`config.mk`:
```
export PLATFORM = sky130hd
export DESIGN_NAME = pslt_ctrl
export DESIGN_NICKNAME = d
export VERILOG_FILES = /design/src/design/pslt_pkg.sv /design/src/design/pslt_ctrl.sv
export SDC_FILE = /design/constraint.sdc
export NUM_CORES = 1
export LEC_CHECK = 0
export ABC_AREA = 1
export BUFFER_PORTS_ARGS = -buffer_cell sky130_fd_sc_hd__buf_2
export CAP_MARGIN = 20
export CELL_PAD_IN_SITES_DETAIL_PLACEMENT = 1
export CELL_PAD_IN_SITES_GLOBAL_PLACEMENT = 1
export CORE_AREA = 5 5 42 44
export CTS_CLUSTER_DIAMETER = 40
export DETAILED_ROUTE_END_ITERATION = 10
export DIE_AREA = 0 0 47 49
export PLACE_DENSITY = 0.49
export RECOVER_POWER = 50
export SYNTH_ARGS = -nofsm -noshare
export SYNTH_HDL_FRONTEND = slang
export SYNTH_SLANG_ARGS = --single-unit
export TNS_END_PERCENT = 30
```
`constraint.sdc`:
```
create_clock -name clk_i -period 1 [get_ports clk_i]
set_input_delay 0.05 -clock clk_i [delete_from_list [all_inputs] [get_ports clk_i]]
set_output_delay 0.05 -clock clk_i [all_outputs]
set_load 0.005 [all_outputs]
```
`src/design/pslt_pkg.sv`:
```
// Shared types and constants for the per-adapter sequence loss tracker.
package pslt_pkg;

  localparam int ADAPTERS_DEF = 8;
  localparam int WINDOW_DEF   = 256;

  localparam int KIND_W       = 1;
  localparam int ADAPTER_W    = 3;
  localparam int SEQ_W        = 32;
  localparam int EVENT_W      = 3;
  localparam int COUNT_W      = 32;
  localparam int DIST_W       = 9;

  localparam logic [DIST_W-1:0] REANCHOR_RESET = 9'd64;

  localparam logic [KIND_W-1:0] KIND_CLEAR = 1'b1;

  typedef enum logic [EVENT_W-1:0] {
    EV_FIRST    = 3'd0,
    EV_ADVANCE  = 3'd1,
    EV_REANCHOR = 3'd2,
    EV_LATE     = 3'd3,
    EV_IGNORED  = 3'd4,
    EV_CLEARED  = 3'd5
  } event_e;

  typedef enum logic [1:0] {
    ST_IDLE     = 2'd0,
    ST_READ     = 2'd1,
    ST_CLASSIFY = 2'd2,
    ST_UPDATE   = 2'd3
  } state_e;

  typedef struct packed {
    logic capture;
    logic read;
    logic classify;
    logic update;
  } ctrl_t;

endpackage

```
`src/design/pslt_ctrl.sv`:
```
// Controller state machine: sequences read, classify and update for one transaction.
module pslt_ctrl (
  input  logic            clk_i,
  input  logic            rst_ni,
  input  logic            in_valid_i,
  output logic            in_ready_o,
  output logic            out_valid_o,
  input  logic            out_ready_i,
  output pslt_pkg::ctrl_t cmd_o
);

  pslt_pkg::state_e state_q, state_d;
  logic             out_valid_q, out_valid_d;
  logic             slot_free;

  assign slot_free = !out_valid_q || out_ready_i;

  always_ff @(posedge clk_i or negedge rst_ni) begin
    if (!rst_ni) begin
      state_q     <= pslt_pkg::ST_IDLE;
      out_valid_q <= 1'b0;
    end else begin
      state_q     <= state_d;
      out_valid_q <= out_valid_d;
    end
  end

  always_comb begin
    state_d = state_q;
    case (state_q)
      pslt_pkg::ST_IDLE: begin
        if (in_valid_i) begin
          state_d = pslt_pkg::ST_READ;
        end
      end
      pslt_pkg::ST_READ:     state_d = pslt_pkg::ST_CLASSIFY;
      pslt_pkg::ST_CLASSIFY: state_d = pslt_pkg::ST_UPDATE;
      pslt_pkg::ST_UPDATE: begin
        if (slot_free) begin
          state_d = pslt_pkg::ST_IDLE;
        end
      end
      default: state_d = pslt_pkg::ST_IDLE;
    endcase
  end

  always_comb begin
    cmd_o       = '0;
    in_ready_o  = 1'b0;
    out_valid_d = out_valid_q && !out_ready_i;
    case (state_q)
      pslt_pkg::ST_IDLE: begin
        in_ready_o    = 1'b1;
        cmd_o.capture = in_valid_i;
      end
      pslt_pkg::ST_READ:     cmd_o.read = 1'b1;
      pslt_pkg::ST_CLASSIFY: cmd_o.classify = 1'b1;
      pslt_pkg::ST_UPDATE: begin
        // hold the result until the output register can take it
        if (slot_free) begin
          cmd_o.update = 1'b1;
          out_valid_d  = 1'b1;
        end
      end
      default: begin
        cmd_o = '0;
      end
    endcase
  end

  assign out_valid_o = out_valid_q;

endmodule

```
== Yosys cells after proc, flatten, opt, wreduce, memory -nomap -nowiden ==
Cells that the tools add are included.
Storage, ports and cells
  register bits: 3
  bits of input ports: 4
  output and inout bits: 6
  word-level logic and storage cells: 24
Cells by class
  equality and inequality tests: 5
  mux-type cells: 11
  reduce and logical (&&, ||, !) cells: 6
Operator list (number)
  $mux W1: 8
  $pmux W2 S4: 1
  $eq A2 B2 Y1 const B: 2
  $mux W2: 2
  $ne A2 B2 Y1 const B: 2
  $eq A2 B1 Y1 const B: 1
  $logic_not A1 Y1: 2
  $logic_not A2 Y1: 1
  $reduce_and A2 Y1: 1
  $logic_and A1 B1 Y1: 1
  $logic_or A1 B1 Y1: 1

== Logic depth before layout (Yosys ltp) ==
Gate-level depths: netlist (run 1).
  depth after elaboration: 4
  depth in mapped cells: 6
  mapped depth without buffers: 6

== Worst setup path after synthesis (run 1) ==
Ideal clock, no wire load.
  kind: flip-flop to flip-flop
  start: reg state_q[0]
  end: reg state_q[0]
  setup time: 0.117 ns
  data arrival time: 0.906 ns
  required time: 0.883 ns
  setup slack: -0.022 ns
  stages on the path, launching flop included: 7
  path buffers: 0
  period minus slack after synthesis: 1.022 ns
  cells stage by stage: dfrtp_1 > inv_1 > ha_1 > nand2_2 > nand2_2 > nand2_1 > nand2_1
Between the ends
  word-level cells in the longest chain between the ends: 3
  elaborated cells between the ends (all ways): 8
  those cells by class: 5 x eq/ne; 1 x mux; 2 x reduce/logical
RTL lines
  start, declared: RTL line pslt_ctrl.sv:12  | pslt_pkg::state_e state_q, state_d;
  start signal, assigned: RTL line pslt_ctrl.sv:20  | state_q <= pslt_pkg::ST_IDLE;
  start signal, assigned: RTL line pslt_ctrl.sv:23  | state_q <= state_d;
  $eq A2 B2 Y1 / $logic_not A2 Y1 (equally long branches): RTL line pslt_ctrl.sv:30  | case (state_q)
  $ne A2 B2 Y1 (no source line)
  $reduce_and A2 Y1 (no source line)
Several ways; a longest one is shown, not always the timed one.
A chain may end at the register's enable or synchronous reset.

==> results.py, run 1 <==
metrics = {
    "status": {
        "outcome": "complete, but fails checks",
        "violations": "negative setup slack",
    },
    "drt": {
        "drtAntennaViolNets": 0,
        "drc_errors": 0,
        "wl_per_cell_um": 9.35,
        "vias_per_cell": 3.80,
        "drt_iter0_drc": 2,
        "num_vias": 247,
        "totalWireLength_um": 608,
        "drtPass1Iterations": 2,
    },
    "sta": {
        "setup_slack_ps": -138,
        "min_period_ps": 1140,
        "drv_slew": 0,
        "rsz0062_at_grt": "yes",
        "tightest_slew_ps": 179,
        "fin_crit_sh_pct": 114,
        "tns_ps": -777,
        "setup_viol": 8,
        "clock.fmax_ghz": 0.879,
        "fin_skew_ps": 0.752,
        "hold_viol_final": 0,
        "slew_headroom_pct": 88.1,
    },
    "setup_path": {
        "endpoint_kind": "output pin",
        "cp.arrival_ps": 1090,
        "cp.buffers_inverters": 2,
        "cp_top_family": "flip-flops",
        "required_ps": 950,
        "path_class": "reg -> out",
        "slowest_delay_ps": 400,
        "worstPathCellList": "ha_2 > inv_2 > a21oi_2 > buf_2",
        "critPathSlowestCell": "dfrtp_1",
        "crit_fanout": 4,
        "cp-start-kind": "flip-flop",
    },
    "pwr": {
        "total_power_mw": 1.32,
        "powerDensity_nw_per_um2": 3120,
        "power.leakage_nw": 0.234,
        "ir_worst_vdd_mv": 0.926,
    },
    "synth": {
        "syn-mean-instance-area_um2": 7.68,
        "yosys_warnings": 0,
        "ys_ff_latch": 3,
        "synth_cell_types": 8,
        "synth_nets": 37,
        "synth_cells": 29,
        "ys_seq_area_share_pct": 33.7,
        "synth_area_um2": 223,
    },
    "global_route": {
        "grtUsageMet1_pct": 5.96,
        "grt_max_degree": 5,
        "grtUsageTotal_pct": 6.35,
        "use_met2_pct": 10.6,
        "gr-total-overflow": 0,
        "antenna_found_initial": 0,
        "first_global_vias": 274,
        "use_met3_pct": 3.69,
        "grt_pass1_wl_mm": 1.04,
        "busiest_layer": "met2",
    },
    "placed_design": {
        "place.port_buffers": 9,
        "dpl_worst_slack_ps": -64.3,
        "place_congestion": 0.617,
        "dp.cells": 55,
    },
    "final_layout": {
        "regArea_um2": 75.1,
        "multi_input_area_um2": 161,
        "instances_no_fill": 65,
        "n_fill_cell": 188,
        "diodes": 0,
        "final_common_cell": "buf_2",
        "layout_common_cells": "buf_2 (7), nand2_1 (6), inv_1 (5), buf_4 (5)",
        "syn_to_final_growth_pct": 89.3,
        "fin_nets": 58,
        "drive_gt1_share_pct": 61.2,
    },
    "min_path": {
        "hp-class": "in -> reg",
    },
    "cts": {
        "cts_buffers": 3,
        "h-tree-depth": 1,
        "clock_latency_ps": 230,
        "cts-root-buf": "clkbuf_4",
        "cts.path.max_buffers": 2,
        "clkTransAtPathRegs_ps": 40,
        "cts.sinks": 3,
        "cts_tree": "done",
    },
    "floorplan": {
        "die_y_um": 49,
        "start_util_pct": 15.9,
        "fp-row-count": 14,
        "io_pins": 10,
        "die_w_um": 47,
        "die_area_um2": 2300,
        "core_area_um2": 1400,
    },
    "flow_run": {
        "drv_cap": 0,
    },
}
stage by stage:
| step | hold slack [ps] | util, % | area (um^2) |
|---|---|---|---|
| 2_1_floorplan | -246 | - | 225 |
| 5_1_grt | 150 | 30.1 | 422 |
| 3_5_place_dp | -150 | 21.3 | 298 |
| 4_1_cts | 99.0 | 29.1 | 408 |
| 3_3_place_gp | -148 | 21.3 | 298 |
| 6_report | 119 | 30.1 | 422 |
cell usage after synthesis:
| cell type | count | area, um^2 |
|---|---|---|
| nand3_2 | 1 | 10.0 |
| ha_1 | 4 | 50.1 |
| nand2_1 | 8 | 30.0 |
| inv_1 | 8 | 30.0 |
| nand3_1 | 2 | 10.0 |
| nand2_2 | 2 | 12.5 |
| a21oi_1 | 1 | 5.00 |
| dfrtp_1 | 3 | 75.1 |
layout make-up:
class / count / area share, %
multi-input combinational: 18 / 38.3
clock buffer: 4 / 6.23
inverter: 8 / 7.12
timing repair buffer: 16 / 25.8
tap: 16 / 4.75
sequential: 3 / 17.8
path summary, 6_finish.rpt:
| path | from | end | slack (ps) | depth (start not counted) |
|---|---|---|---|---|
| worst max register to register | state_q[0]$_DFFE_PN0P_ | state_q[1]$_DFFE_PN0P_ | -110 | 7 |
| min in group asynchronous | rst_ni | state_q[0]$_DFFE_PN0P_ | 170 | 2 |
| worst min-delay path | out_ready_i | out_valid_o$_DFF_PN0_ | 120 | 4 |
| max in group asynchronous | rst_ni | state_q[1]$_DFFE_PN0P_ | 670 | 2 |
| worst max-delay path | state_q[1]$_DFFE_PN0P_ | cmd_o[0] | -140 | 4 |
| worst min register to register | state_q[0]$_DFFE_PN0P_ | state_q[0]$_DFFE_PN0P_ | 560 | 2 |
per-layer routing:
metal	wire length [um]	share of wire [%]
met2	322	53
met4	0	0
met1	215	35
met5	0	0
met3	70	12
cell families after synthesis:
logic type               Yosys count  synth area share, %
adder cells (fa/ha/maj)            4                 22.5
AO/OA/AOI/OAI                      1                 2.25
flip-flops                         3                 33.7
buffers and inverters              8                 13.5
AND/OR/NAND/NOR                   13                 28.1
repair_timing:
| action | 4_1_cts | 5_1_grt |
|---|---|---|
| hold buffers | 1 | 0 |
| hold endpoints to repair | 3 | 0 |
| cloned | 0 | 0 |
| setup buffers | 4 | 1 |
| endpoints found under the setup margin | 7 | 8 |
| pin swaps | 3 | 2 |
| gates resized for setup | 11 | 3 |
sequential cells by signal (all words and copies together), names as in the netlist:
register     flops
state_q          2
out_valid_o      1
tightest hold or removal path, stage by stage:
cell,delay [ps]
buf_2,70
inv_1,60
nand2_1,80
nand2_2,40
report_power, final:
group          switching [mW]  internal [mW]
clock                  0.0696          0.150
combinational           0.372          0.458
sequential             0.0791          0.187
total                   0.521          0.795
Power figures use the tool's default switching activity.
==> run 2, diff against run 1 <==
Settings changed: CELL_PAD_IN_SITES_DETAIL_PLACEMENT 1 to 2, CELL_PAD_IN_SITES_GLOBAL_PLACEMENT 1 to 2, PLACE_DENSITY 0.49 to 0.6, REMOVE_ABC_BUFFERS set to 1, TNS_END_PERCENT 30 to not set.
==> run 2 against run 1 <==
  * The flow still finishes with violations (negative setup slack)
  * Final cell count shrank 3.1%
  * Sequential share of layout area is 0.41 points lower
  * Clock power is 7% lower
  * Die area unchanged
  * Worst setup slack gained 17 ps
  * Critical endpoint is now cmd_o[3]
==> results.py, run 2 (synthesized netlist as in run 1, its figures left out) <==
metrics = {
    "setup_path": {
        "critPathSlowestCell": "dfrtp_1",
        "cp.buffers_inverters": 3,
        "crit_fanout": 4,
        "endpoint_kind": "output pin",
        "required_ps": 950,
        "cp-start-kind": "flip-flop",
        "rrSetupSlack_ps": -110,
        "slowest_delay_ps": 410,
        "ff2ff_path_depth": 6,
        "crit_top_cell": "inv_2",
        "regToRegStartpoint": "state_q[1]$_DFFE_PN0P_",
        "worstPathCellList": "inv_2 > ha_4 > nand2_2 > inv_2 > buf_6",
        "r2r-end": "state_q[1]$_DFFE_PN0P_",
        "timing.critical_path.depth": 5,
        "cp.arrival_ps": 1070,
        "cp_top_family": "flip-flops",
        "path_class": "reg -> out",
    },
    "floorplan": {
        "fp-row-count": 14,
        "die_y_um": 49,
        "io_pins": 10,
        "start_util_pct": 15.9,
        "core_area_um2": 1400,
        "die_w_um": 47,
        "die_area_um2": 2300,
    },
    "drt": {
        "drtPass1Iterations": 2,
        "drt_iter0_drc": 1,
        "num_vias": 233,
        "drc_errors": 0,
        "wl_per_cell_um": 8.94,
        "drtAntennaViolNets": 0,
        "vias_per_cell": 3.70,
        "totalWireLength_um": 563,
    },
    "sta": {
        "tightest_slew_ps": 184,
        "hold_viol_final": 0,
        "tns_ps": -736,
        "setup_slack_ps": -121,
        "setup_viol": 7,
        "min_period_ps": 1120,
        "holdWs_ps": 141,
        "clock.fmax_ghz": 0.892,
        "slew_headroom_pct": 87.7,
        "rsz0062_at_grt": "yes",
        "drv_slew": 0,
        "fin_skew_ps": 0.194,
        "fin_crit_sh_pct": 112,
    },
    "flow_run": {
        "drv_cap": 0,
    },
    "final_layout": {
        "instances_no_fill": 63,
        "syn_to_final_growth_pct": 93.8,
        "finalInstanceArea_um2": 432,
        "layout_common_cells": "nand2_2 (6), buf_2 (6), inv_2 (4), inv_1 (4), buf_6 (4)",
        "drive_gt1_share_pct": 68.1,
        "largest_reg_flops": 2,
        "fin_nets": 56,
        "diodes": 0,
        "final_core_util_pct": 30.8,
        "regMostFlops": "state_q",
    },
    "global_route": {
        "grt_pass1_wl_um": 910,
        "first_global_vias": 245,
        "antenna_found_initial": 0,
        "grt_max_degree": 5,
        "grtUsageTotal_pct": 5.57,
        "gr-total-overflow": 0,
    },
    "cts": {
        "cts_tree": "done",
        "cts.sinks": 3,
        "cts_buffers": 3,
        "clkTransAtPathRegs_ps": 30,
        "cts-root-buf": "clkbuf_4",
        "cts.path.max_buffers": 2,
        "h-tree-depth": 1,
        "clock_latency_ps": 230,
    },
    "min_path": {
        "hold_path_end": "out_valid_o$_DFF_PN0_",
        "min_path_cells": 4,
        "hp-class": "in -> reg",
        "min_from": "out_ready_i",
    },
    "placed_design": {
        "place_congestion": 0.672,
        "dpl.hpwl_um": 446,
        "place.port_buffers": 9,
        "dp.cells": 56,
        "dpl_cell_area_um2": 303,
        "dpl_worst_slack_ps": -99.4,
    },
    "pwr": {
        "ir_worst_vdd_mv": 1.11,
        "total_power_mw": 1.36,
        "power.leakage_nw": 0.222,
        "powerDensity_nw_per_um2": 3150,
    },
    "status": {
        "outcome": "complete, but fails checks",
        "violations": "negative setup slack",
    },
}
[run 2: repair_timing]
| action | in CTS | in global routing |
|---|---|---|
| resized for setup | 13 | 9 |
| endpoints found under the hold margin | 3 | 0 |
| hold buffers | 1 | 0 |
| endpoints found under the setup margin | 7 | 7 |
| setup buffers | 2 | 0 |
| pin swaps | 1 | 2 |
[run 2: how the worst max path moves through the flow]
stage / from / to / slack (ps)
after global routing: state_q[1]$_DFFE_PN0P_ / cmd_o[3] / -200
after floorplan: state_q[0]$_DFFE_PN0P_ / state_q[0]$_DFFE_PN0P_ / -20
after detailed placement: state_q[1]$_DFFE_PN0P_ / state_q[1]$_DFFE_PN0P_ / -100
after CTS: state_q[1]$_DFFE_PN0P_ / cmd_o[3] / -140
after global placement: state_q[1]$_DFFE_PN0P_ / state_q[1]$_DFFE_PN0P_ / -90
final: state_q[1]$_DFFE_PN0P_ / cmd_o[3] / -120
[run 2: per-layer routing]
| metal | global-route usage [%] | wire length [um] | up-vias |
|---|---|---|---|
| met1 | 5.51 | 223 | 107 |
| met4 | 5.53 | 0 | 0 |
| met5 | 0 | 0 | - |
| met3 | 1.11 | 32 | 0 |
| li1 | - | - | 121 |
| met2 | 8.82 | 307 | 5 |
[run 2: power by group]
group / internal [mW] / leakage, nW / switching, mW
Clock: 0.149 / 0.0150 / 0.0558
Sequential: 0.187 / 0.0363 / 0.0733
Combinational: 0.474 / 0.171 / 0.420
Total: 0.810 / 0.222 / 0.549
[run 2: area by class of cell]
type                    count  area, um^2
clock buffers               4        26.3
fillers                   168         970
inverters                   8        30.0
multi-input cells          18         176
flip-flops and latches      3        75.1
well taps                  16        20.0
repair buffers             14         104
[run 2: worst reg2reg max path, stage by stage (launching register included)]
cell and delay [ps]:
dfrtp_1 410, ha_2 210, buf_4 140, nand3_4 90, nand2_4 50, nand2_2 50
nand2_2 50
